--- config.mk ---
export PLATFORM = sky130hd
export DESIGN_NAME = yuyv_to_rgb_converter
export DESIGN_NICKNAME = d
export VERILOG_FILES = /design/src/design/y2r_pkg.sv /design/src/design/yuyv_to_rgb_converter.sv /design/src/design/y2r_front.sv /design/src/design/y2r_queue.sv /design/src/design/y2r_back.sv
export SDC_FILE = /design/constraint.sdc
export NUM_CORES = 1
export LEC_CHECK = 0
export BUFFER_PORTS_ARGS = -buffer_cell sky130_fd_sc_hd__buf_2
export CAP_MARGIN = 25
export CORE_MARGIN = 5
export CORE_UTILIZATION = 40
export CTS_CLUSTER_SIZE = 14
export DETAILED_ROUTE_END_ITERATION = 6
export GPL_TIMING_DRIVEN = 0
export MAX_ROUTING_LAYER = met4
export SYNTH_ARGS = -nofsm -noshare
export SYNTH_HDL_FRONTEND = slang
export SYNTH_SLANG_ARGS = --single-unit
--- constraint.sdc ---
create_clock -name clk -period 6.9 [get_ports clk]
set_clock_uncertainty 0.15 [all_clocks]
set_input_delay 0.345 -clock clk [delete_from_list [all_inputs] [get_ports clk]]
set_output_delay 0.345 -clock clk [all_outputs]
set_load 0.1 [all_outputs]
--- src/design/y2r_pkg.sv ---
package y2r_pkg;

	// Field widths
	localparam int PIX_W   = 8;
	localparam int SIZE_W  = 13;
	localparam int CNT_W   = 12;
	localparam int SUM_W   = 20;
	localparam int PROD_W  = 18;
	localparam int LUMA_PW = 17;

	// Register map
	localparam int APB_ADDR_W = 3;
	localparam logic REG_FRAME_WIDTH  = 1'b0;
	localparam logic REG_FRAME_HEIGHT = 1'b1;

	localparam logic [SIZE_W-1:0] FRAME_WIDTH_RST  = 13'd640;
	localparam logic [SIZE_W-1:0] FRAME_HEIGHT_RST = 13'd480;
	localparam logic [SIZE_W-1:0] MAX_HEIGHT       = 13'd4096;
	localparam int DEFAULT_MAX_WIDTH = 4096;

	// Conversion coefficients
	localparam logic [8:0] LUMA_COEF = 9'd298;
	localparam logic signed [PROD_W-1:0] CR_R_COEF = 18'sd409;
	localparam logic signed [PROD_W-1:0] CB_G_COEF = 18'sd100;
	localparam logic signed [PROD_W-1:0] CR_G_COEF = 18'sd208;
	localparam logic signed [PROD_W-1:0] CB_B_COEF = 18'sd516;
	localparam logic signed [SUM_W-1:0]  ROUND     = 20'sd128;

	// Frame size as written in the registers
	typedef struct packed {
		logic [SIZE_W-1:0] width;
		logic [SIZE_W-1:0] height;
	} cfg_t;

	// One classified item between front and back
	typedef struct packed {
		logic [PIX_W-1:0] y0;
		logic [PIX_W-1:0] u;
		logic [PIX_W-1:0] y1;
		logic [PIX_W-1:0] v;
		logic             tail;
		logic             row_end;
		logic             frame_end;
	} item_t;

	// Shift and clamp one rounded channel sum to 0..255
	function automatic logic [PIX_W-1:0] sat_u8(input logic signed [SUM_W-1:0] x);
		logic [PIX_W-1:0] res;
		if (x < 0) begin
			res = '0;
		end else if (|x[SUM_W-2:16]) begin
			res = 8'hFF;
		end else begin
			res = x[15:8];
		end
		return res;
	endfunction

endpackage

--- src/design/yuyv_to_rgb_converter.sv ---
// YUYV 4:2:2 to RGB888 converter, integer BT.601 studio swing. Each input item is one
// pixel pair (Y0, U, Y1, V) in raster order; each result carries the two RGB pixels,
// a pixel count, a row-end mark on tlast and a frame-end mark on tuser. Frame width
// and height are set through the APB port (width at 0x0, height at 0x4, 13 bits each,
// reset 640 x 480) and should only be written while the stream is idle. The block takes
// one item per clock while the output does not stall; each accepted item is held in the
// two-entry queue after the row/column classifier, then passes the two-stage multiply and
// clamp pipeline. On an odd width the last item of each row yields a single pixel with
// V taken equal to U, and the second pixel's fields are zero.
module yuyv_to_rgb_converter
	import y2r_pkg::*;
#(
	parameter int MAX_WIDTH = DEFAULT_MAX_WIDTH
) (
	input  logic                  clk,
	input  logic                  arst_n,
	// APB configuration
	input  logic                  psel,
	input  logic                  penable,
	input  logic                  pwrite,
	input  logic [APB_ADDR_W-1:0] paddr,
	input  logic [31:0]           pwdata,
	output logic [31:0]           prdata,
	output logic                  pready,
	// Input stream
	input  logic                  s_axis_tvalid,
	output logic                  s_axis_tready,
	// luma_first, chroma_blue, luma_second, chroma_red
	input  logic [31:0]           s_axis_tdata,
	// Output stream
	output logic                  m_axis_tvalid,
	input  logic                  m_axis_tready,
	// red_first, green_first, blue_first, red_second, green_second, blue_second,
	// pixel_count, 6 bits zero
	output logic [55:0]           m_axis_tdata,
	output logic                  m_axis_tlast,
	// frame_end
	output logic                  m_axis_tuser
);

	cfg_t  cfg_q;
	logic  cfg_wr;
	logic  push_valid;
	logic  push_ready;
	item_t push_item;
	logic  pop_valid;
	logic  pop_ready;
	item_t pop_item;
	logic [6*PIX_W-1:0] out_rgb;
	logic [1:0]         out_count;

	// Register writes
	assign pready = 1'b1;
	assign cfg_wr = psel & penable & pwrite & pready;

	always_ff @(posedge clk or negedge arst_n) begin
		if (!arst_n) begin
			cfg_q.width  <= FRAME_WIDTH_RST;
			cfg_q.height <= FRAME_HEIGHT_RST;
		end else if (cfg_wr) begin
			case (paddr[2])
				REG_FRAME_WIDTH:  cfg_q.width  <= pwdata[SIZE_W-1:0];
				REG_FRAME_HEIGHT: cfg_q.height <= pwdata[SIZE_W-1:0];
				default:          cfg_q        <= cfg_q;
			endcase
		end
	end

	// Register reads
	always_comb begin
		case (paddr[2])
			REG_FRAME_WIDTH:  prdata = 32'(cfg_q.width);
			REG_FRAME_HEIGHT: prdata = 32'(cfg_q.height);
			default:          prdata = '0;
		endcase
	end

	y2r_front #(
		.MAX_WIDTH (MAX_WIDTH)
	) u_front (
		.clk        (clk),
		.arst_n     (arst_n),
		.cfg        (cfg_q),
		.in_valid   (s_axis_tvalid),
		.in_data    (s_axis_tdata),
		.push_ready (push_ready),
		.push_valid (push_valid),
		.push_item  (push_item)
	);

	assign s_axis_tready = push_ready;

	y2r_queue u_queue (
		.clk        (clk),
		.arst_n     (arst_n),
		.push_valid (push_valid),
		.push_item  (push_item),
		.push_ready (push_ready),
		.pop_valid  (pop_valid),
		.pop_item   (pop_item),
		.pop_ready  (pop_ready)
	);

	y2r_back u_back (
		.clk           (clk),
		.arst_n        (arst_n),
		.pop_valid     (pop_valid),
		.pop_item      (pop_item),
		.pop_ready     (pop_ready),
		.out_valid     (m_axis_tvalid),
		.out_rgb       (out_rgb),
		.out_count     (out_count),
		.out_row_end   (m_axis_tlast),
		.out_frame_end (m_axis_tuser),
		.out_ready     (m_axis_tready)
	);

	assign m_axis_tdata = {6'b000000, out_count, out_rgb};

endmodule

--- src/design/y2r_front.sv ---
module y2r_front
	import y2r_pkg::*;
#(
	parameter int MAX_WIDTH = DEFAULT_MAX_WIDTH
) (
	input  logic                 clk,
	input  logic                 arst_n,
	input  cfg_t                 cfg,
	input  logic                 in_valid,
	input  logic [4*PIX_W-1:0]   in_data,
	input  logic                 push_ready,
	output logic                 push_valid,
	output item_t                push_item
);

	logic [CNT_W-1:0]  col_q;
	logic [CNT_W-1:0]  row_q;
	logic [SIZE_W-1:0] w_eff;
	logic [SIZE_W-1:0] h_eff;
	logic [CNT_W-1:0]  last_col;
	logic [CNT_W-1:0]  last_row;
	logic              row_end;
	logic              frame_end;
	logic              tail;
	logic              accept;

	// Clamp the configured frame size to the supported range
	always_comb begin
		if (cfg.width == '0) begin
			w_eff = SIZE_W'(1);
		end else if (32'(cfg.width) > 32'(MAX_WIDTH)) begin
			w_eff = SIZE_W'(MAX_WIDTH);
		end else begin
			w_eff = cfg.width;
		end
		if (cfg.height == '0) begin
			h_eff = SIZE_W'(1);
		end else if (cfg.height > MAX_HEIGHT) begin
			h_eff = MAX_HEIGHT;
		end else begin
			h_eff = cfg.height;
		end
	end

	// Classify the item by its place in the frame
	assign last_col  = CNT_W'((w_eff - SIZE_W'(1)) >> 1);
	assign last_row  = CNT_W'(h_eff - SIZE_W'(1));
	assign row_end   = (col_q >= last_col);
	assign tail      = row_end & w_eff[0];
	assign frame_end = row_end & (row_q >= last_row);

	assign push_valid = in_valid;
	assign accept     = in_valid & push_ready;

	always_comb begin
		push_item.y0        = in_data[PIX_W-1:0];
		push_item.u         = in_data[2*PIX_W-1:PIX_W];
		push_item.y1        = in_data[3*PIX_W-1:2*PIX_W];
		// On the odd-width tail V takes the value of U
		push_item.v         = tail ? in_data[2*PIX_W-1:PIX_W] : in_data[4*PIX_W-1:3*PIX_W];
		push_item.tail      = tail;
		push_item.row_end   = row_end;
		push_item.frame_end = frame_end;
	end

	// Advance column and row counters
	always_ff @(posedge clk or negedge arst_n) begin
		if (!arst_n) begin
			col_q <= '0;
			row_q <= '0;
		end else if (accept) begin
			if (row_end) begin
				col_q <= '0;
				row_q <= frame_end ? '0 : row_q + CNT_W'(1);
			end else begin
				col_q <= col_q + CNT_W'(1);
			end
		end
	end

endmodule

--- src/design/y2r_queue.sv ---
module y2r_queue
	import y2r_pkg::*;
(
	input  logic  clk,
	input  logic  arst_n,
	input  logic  push_valid,
	input  item_t push_item,
	output logic  push_ready,
	output logic  pop_valid,
	output item_t pop_item,
	input  logic  pop_ready
);

	item_t      mem_q [2];
	logic       wr_ptr_q;
	logic       rd_ptr_q;
	logic [1:0] count_q;
	logic       do_push;
	logic       do_pop;

	assign push_ready = (count_q != 2'd2);
	assign pop_valid  = (count_q != 2'd0);
	assign pop_item   = mem_q[rd_ptr_q];
	assign do_push    = push_valid & push_ready;
	assign do_pop     = pop_valid & pop_ready;

	// Store entries
	always_ff @(posedge clk) begin
		if (do_push) begin
			mem_q[wr_ptr_q] <= push_item;
		end
	end

	// Advance pointers and fill level
	always_ff @(posedge clk or negedge arst_n) begin
		if (!arst_n) begin
			wr_ptr_q <= 1'b0;
			rd_ptr_q <= 1'b0;
			count_q  <= 2'd0;
		end else begin
			if (do_push) begin
				wr_ptr_q <= ~wr_ptr_q;
			end
			if (do_pop) begin
				rd_ptr_q <= ~rd_ptr_q;
			end
			case ({do_push, do_pop})
				2'b10:   count_q <= count_q + 2'd1;
				2'b01:   count_q <= count_q - 2'd1;
				default: count_q <= count_q;
			endcase
		end
	end

endmodule

--- src/design/y2r_back.sv ---
module y2r_back
	import y2r_pkg::*;
(
	input  logic                clk,
	input  logic                arst_n,
	input  logic                pop_valid,
	input  item_t               pop_item,
	output logic                pop_ready,
	output logic                out_valid,
	output logic [6*PIX_W-1:0]  out_rgb,
	output logic [1:0]          out_count,
	output logic                out_row_end,
	output logic                out_frame_end,
	input  logic                out_ready
);

	logic                     v_s1;
	logic [LUMA_PW-1:0]       yc0_s1;
	logic [LUMA_PW-1:0]       yc1_s1;
	logic signed [PROD_W-1:0] re_s1;
	logic signed [PROD_W-1:0] gd_s1;
	logic signed [PROD_W-1:0] ge_s1;
	logic signed [PROD_W-1:0] bd_s1;
	logic                     tail_s1;
	logic                     row_end_s1;
	logic                     frame_end_s1;

	logic                     v_s2;
	logic [6*PIX_W-1:0]       rgb_s2;
	logic [1:0]               count_s2;
	logic                     row_end_s2;
	logic                     frame_end_s2;

	logic                     ready_s1;
	logic                     ready_s2;
	logic [PIX_W-1:0]         c0;
	logic [PIX_W-1:0]         c1;
	logic signed [8:0]        d;
	logic signed [8:0]        e;
	logic signed [SUM_W-1:0]  l0;
	logic signed [SUM_W-1:0]  l1;
	logic signed [SUM_W-1:0]  r_chr;
	logic signed [SUM_W-1:0]  g_chr;
	logic signed [SUM_W-1:0]  b_chr;
	logic [6*PIX_W-1:0]       rgb;

	// Stage handshakes: each stage moves when the next one has room
	assign ready_s2  = ~v_s2 | out_ready;
	assign ready_s1  = ~v_s1 | ready_s2;
	assign pop_ready = ready_s1;

	// Remove offsets; luma below 16 floors to zero
	assign c0 = (pop_item.y0 > 8'd16) ? pop_item.y0 - 8'd16 : 8'd0;
	assign c1 = (pop_item.y1 > 8'd16) ? pop_item.y1 - 8'd16 : 8'd0;
	assign d  = $signed({1'b0, pop_item.u}) - 9'sd128;
	assign e  = $signed({1'b0, pop_item.v}) - 9'sd128;

	// Stage 1: constant multiplies
	always_ff @(posedge clk) begin
		if (pop_valid & ready_s1) begin
			yc0_s1       <= LUMA_PW'(c0) * LUMA_PW'(LUMA_COEF);
			yc1_s1       <= LUMA_PW'(c1) * LUMA_PW'(LUMA_COEF);
			re_s1        <= PROD_W'(e) * CR_R_COEF;
			gd_s1        <= PROD_W'(d) * CB_G_COEF;
			ge_s1        <= PROD_W'(e) * CR_G_COEF;
			bd_s1        <= PROD_W'(d) * CB_B_COEF;
			tail_s1      <= pop_item.tail;
			row_end_s1   <= pop_item.row_end;
			frame_end_s1 <= pop_item.frame_end;
		end
	end

	// Stage 2: sum, round and clamp both pixels, zeroing the second pixel on the tail
	always_comb begin
		l0    = $signed({3'b000, yc0_s1}) + ROUND;
		l1    = $signed({3'b000, yc1_s1}) + ROUND;
		r_chr = SUM_W'(re_s1);
		g_chr = -SUM_W'(gd_s1) - SUM_W'(ge_s1);
		b_chr = SUM_W'(bd_s1);
		rgb[PIX_W-1:0]         = sat_u8(l0 + r_chr);
		rgb[2*PIX_W-1:PIX_W]   = sat_u8(l0 + g_chr);
		rgb[3*PIX_W-1:2*PIX_W] = sat_u8(l0 + b_chr);
		rgb[4*PIX_W-1:3*PIX_W] = tail_s1 ? '0 : sat_u8(l1 + r_chr);
		rgb[5*PIX_W-1:4*PIX_W] = tail_s1 ? '0 : sat_u8(l1 + g_chr);
		rgb[6*PIX_W-1:5*PIX_W] = tail_s1 ? '0 : sat_u8(l1 + b_chr);
	end

	always_ff @(posedge clk) begin
		if (v_s1 & ready_s2) begin
			rgb_s2       <= rgb;
			count_s2     <= tail_s1 ? 2'd1 : 2'd2;
			row_end_s2   <= row_end_s1;
			frame_end_s2 <= frame_end_s1;
		end
	end

	// Hold valid flags per stage
	always_ff @(posedge clk or negedge arst_n) begin
		if (!arst_n) begin
			v_s1 <= 1'b0;
			v_s2 <= 1'b0;
		end else begin
			if (ready_s1) begin
				v_s1 <= pop_valid;
			end
			if (ready_s2) begin
				v_s2 <= v_s1;
			end
		end
	end

	assign out_valid     = v_s2;
	assign out_rgb       = rgb_s2;
	assign out_count     = count_s2;
	assign out_row_end   = row_end_s2;
	assign out_frame_end = frame_end_s2;

endmodule
==> impl_summary.md <==
Status
The flow ran to the end, and the final reports show no timing, DRC or antenna violations.

Global routing
The maximum number of pins on one net before global-route repair is 40. After global routing the overflow that remains totals 0. The number of antenna violations at the first check in global routing came to 1. The number of global-route vias before repair was between 10000 and 15000. The total global routing track utilization is between 10% and 20%. The first global-routing pass estimated ~76000 um of wire.

Logic synthesis
The number of warning messages in the yosys log is 0. The commonest register cell after synthesis is edfxtp_1. Of all cell types, the one taking the most synthesized area is edfxtp_1. The top cell type by area accounts for 30.9% of the synthesized area. The number of synthesized flops with an enable pin is about 220. Of the synthesized area, sequential elements account for between 30% and 40%.

In the synthesized netlist, the number of instances is approximately 1900. The distinct cell type count after synthesis is a little over 80. The synthesized cell area is roughly 0.021 mm2. The fraction of registers with async set or reset after synthesis is slightly above 20%.

Averaged over all synthesized cells, the footprint is ~11 um2. Yosys attributes the largest share of cell area to edfxtp_1, ha_1, dfrtp_1. The synthesis-stage register bit count is around 270.

Placed design
Input and output buffers added on the ports amount to ~120. The HPWL after detailed placement is 37600 um. The post-placement setup slack is -0.482 ns.

The global placer's final weighted congestion is between 0.8 and 0.9. The placed instance count is 2720.

Flow run
The tool flagged a number of max-cap violations equal to 0.

Route
The final routed DRC violation total is 0. The post-detailed-route count of antenna-violating nets is 0. The average via count per standard cell is just over 5. After the first detailed-routing iteration, the DRC count stood at approximately 570. The total via count after detailed routing is ~14000. The first-pass detailed-route iteration total is 4. The average routed wire per standard cell is around 17 um. The routed design has approximately 47000 um of wire.

Final layout
The share of the core filled with cells is approximately 47%. Once layout is complete, the cells apart from fillers number 2828. The library cell used most frequently in the layout, excluding fill and tap cells, is ha_1. The net count of the finished layout is 2590.

The share of post-route cells with drive strength above 1 is 14.7%. From synthesis to final layout, the design area changed by 16.0%. The count of inserted antenna diode cells is 0.

In the layout the commonest cells are ha_1, edfxtp_1, inv_1, buf_2, a21oi_1.

Timing
Setup repair after global routing left no endpoint under its margin. The max-slew violation count is 0. The routed design could run at a clock period as short as roughly 6.5 ns.

The final setup violation count is 0. The total count of hold-check failures in the final report is 0. The worst relative slew slack is between 40% and 50%. Setup slack closes at roughly 0.4 ns. Based on the critical path, the design can be clocked at up to around 0.15 GHz. After layout, the worst path uses a little over nine tenths of the clock period. The aggregate negative setup slack is 0 ns. The measured slew at the worst slew-check pin is 0.876 ns.

Clock tree
The number of buffers created by CTS is 36. The depth of the CTS H-tree is 2. The clock root buffer is clkbuf_16. The clock insertion delay at the later pin of the skew report is 0.54 ns. After clock tree synthesis, the clock-pin slew on the worst setup and hold paths is ~0.06 ns. The number of buffers between clock root and the deepest sink is 3.

TritonCTS built the clock tree. CTS saw between 200 and 300 sinks. The post-CTS repair timing setup buffer count is 0.

Worst setup path
STA classifies the critical path endpoint as a register. The worst setup path is launched from a register. The worst setup path is of the reg -> reg kind.

For the worst setup path, the data arrival time is ~6.6 ns. The worst-path maximum fanout is 10. The data required time at the worst endpoint is about 7 ns.

The length in cells of the worst reg-to-reg path is 18.

Die
The floorplan step defined a die boundary enclosing around 0.057 mm2. Once the floorplan was initialized, standard cells occupied 40.5% of the core. The floorplan core area is just over 0.05 mm2. Pin placement for this block handled roughly 170 I/O pins. From bottom edge to top edge, the die measures about 240 um. The die is 238 um wide. The floorplan has 83 rows.

Worst hold path
The min-delay analysis places its worst path in the category in -> async.
## per-stage QoR
| step | area (um2) | hold slack (ns) |
|---|---|---|
| floorplan | 21000 | -0.101 |
| global placement | 22400 | 0.257 |
| detailed placement | 22600 | 0.155 |
| CTS | 24200 | 0.0553 |
| global route | 24200 | 0.0899 |
| finish | 24200 | 0.108 |
## sequential cells by signal, indices dropped and copies added, names as in the netlist, 2 cells and up
register          cells
u_queue.mem_q        70
u_back.out_rgb       48
cfg_q                26
u_back.re_s1         18
u_back.yc0_s1        16
u_back.yc1_s1        16
u_back.gd_s1         15
u_back.bd_s1         13
u_back.ge_s1         12
u_front.col_q        12
u_front.row_q        12
u_back.out_count      2
u_queue.count_q       2
## routing by layer
metal | part of all wire, % | vias to the layer above | track usage, %
li1 | - | 7289 | -
met2 | 47 | 269 | 28.6
met5 | 0 | - | -
met1 | 45 | 6781 | 20.9
met3 | 4.2 | 109 | 2.70
met4 | 4.1 | 0 | 6.64
## Yosys cell counts, drive strengths merged (42+ instances only)
master / n
nand2: 46
a21oi: 119
o21ai: 65
mux2: 60
ha: 352
dfrtp: 50
edfxtp: 215
inv: 194
fa: 42
o21a: 69
xnor2: 92
xor2: 50
nor2: 114
## area by class of cell
type | instances | area, um2
timing repair buffer | 171 | 1180
clock inverter | 23 | 248
buffer | 44 | 267
sequential | 271 | 7870
clock buffer | 41 | 941
tap | 680 | 851
inverter | 194 | 728
fill | 4801 | 27300
multi-input combinational | 1404 | 12100
## path summary, 6_finish.rpt
path                                   startpoint              endpoint  slack (ns)
worst min-delay path                       arst_n      u_front.col_q[4]        0.11
worst min register to register  u_back.row_end_s1    u_back.out_row_end        0.28
min in group clk                 s_axis_tdata[31]  u_queue.mem_q[1][10]        0.11
max in group asynchronous                  arst_n             cfg_q[22]        5.87
worst max-delay path             u_queue.rd_ptr_q      u_back.re_s1[17]        0.40
worst max register to register   u_queue.rd_ptr_q      u_back.re_s1[17]        0.40
## repair_timing
action,CTS,global route
hold endpoints to repair,140,0
gates cloned,0,0
pin swaps,0,0
setup endpoints to repair,5,2
hold buffers,46,0
gates resized for setup,2,3
## worst max-delay path, stage by stage (launching register included)
cell and delay, ns:
dfrtp_1 0.72, clkbuf_2 0.43, mux2i_2 0.61, inv_1 0.44
ha_1 0.40, inv_1 0.15, ha_1 0.20, inv_1 0.07
fa_1 0.48, fa_1 0.54, inv_1 0.04, ha_1 0.29
ha_1 0.34, o21a_1 0.14, o21ai_0 0.15, nand2b_1 0.09
a41o_1 0.26, o41a_1 0.34, xnor2_1 0.38
## kinds of logic after synthesis
group	after synthesis	share of synthesized area (%)
adder cells (fa/ha/maj)	394	25.1
flip-flops	271	37.7
AND/OR/NAND/NOR	356	8.70
buffers and inverters	240	4.79
XOR/XNOR	142	6.10
AO/OA/AOI/OAI	399	13.0
multiplexers	87	4.59
other	2	0.0360
Power is left out: the tool's default activity adds up to more than one toggle a clock period on the data nets, which glitch-free logic cannot reach.
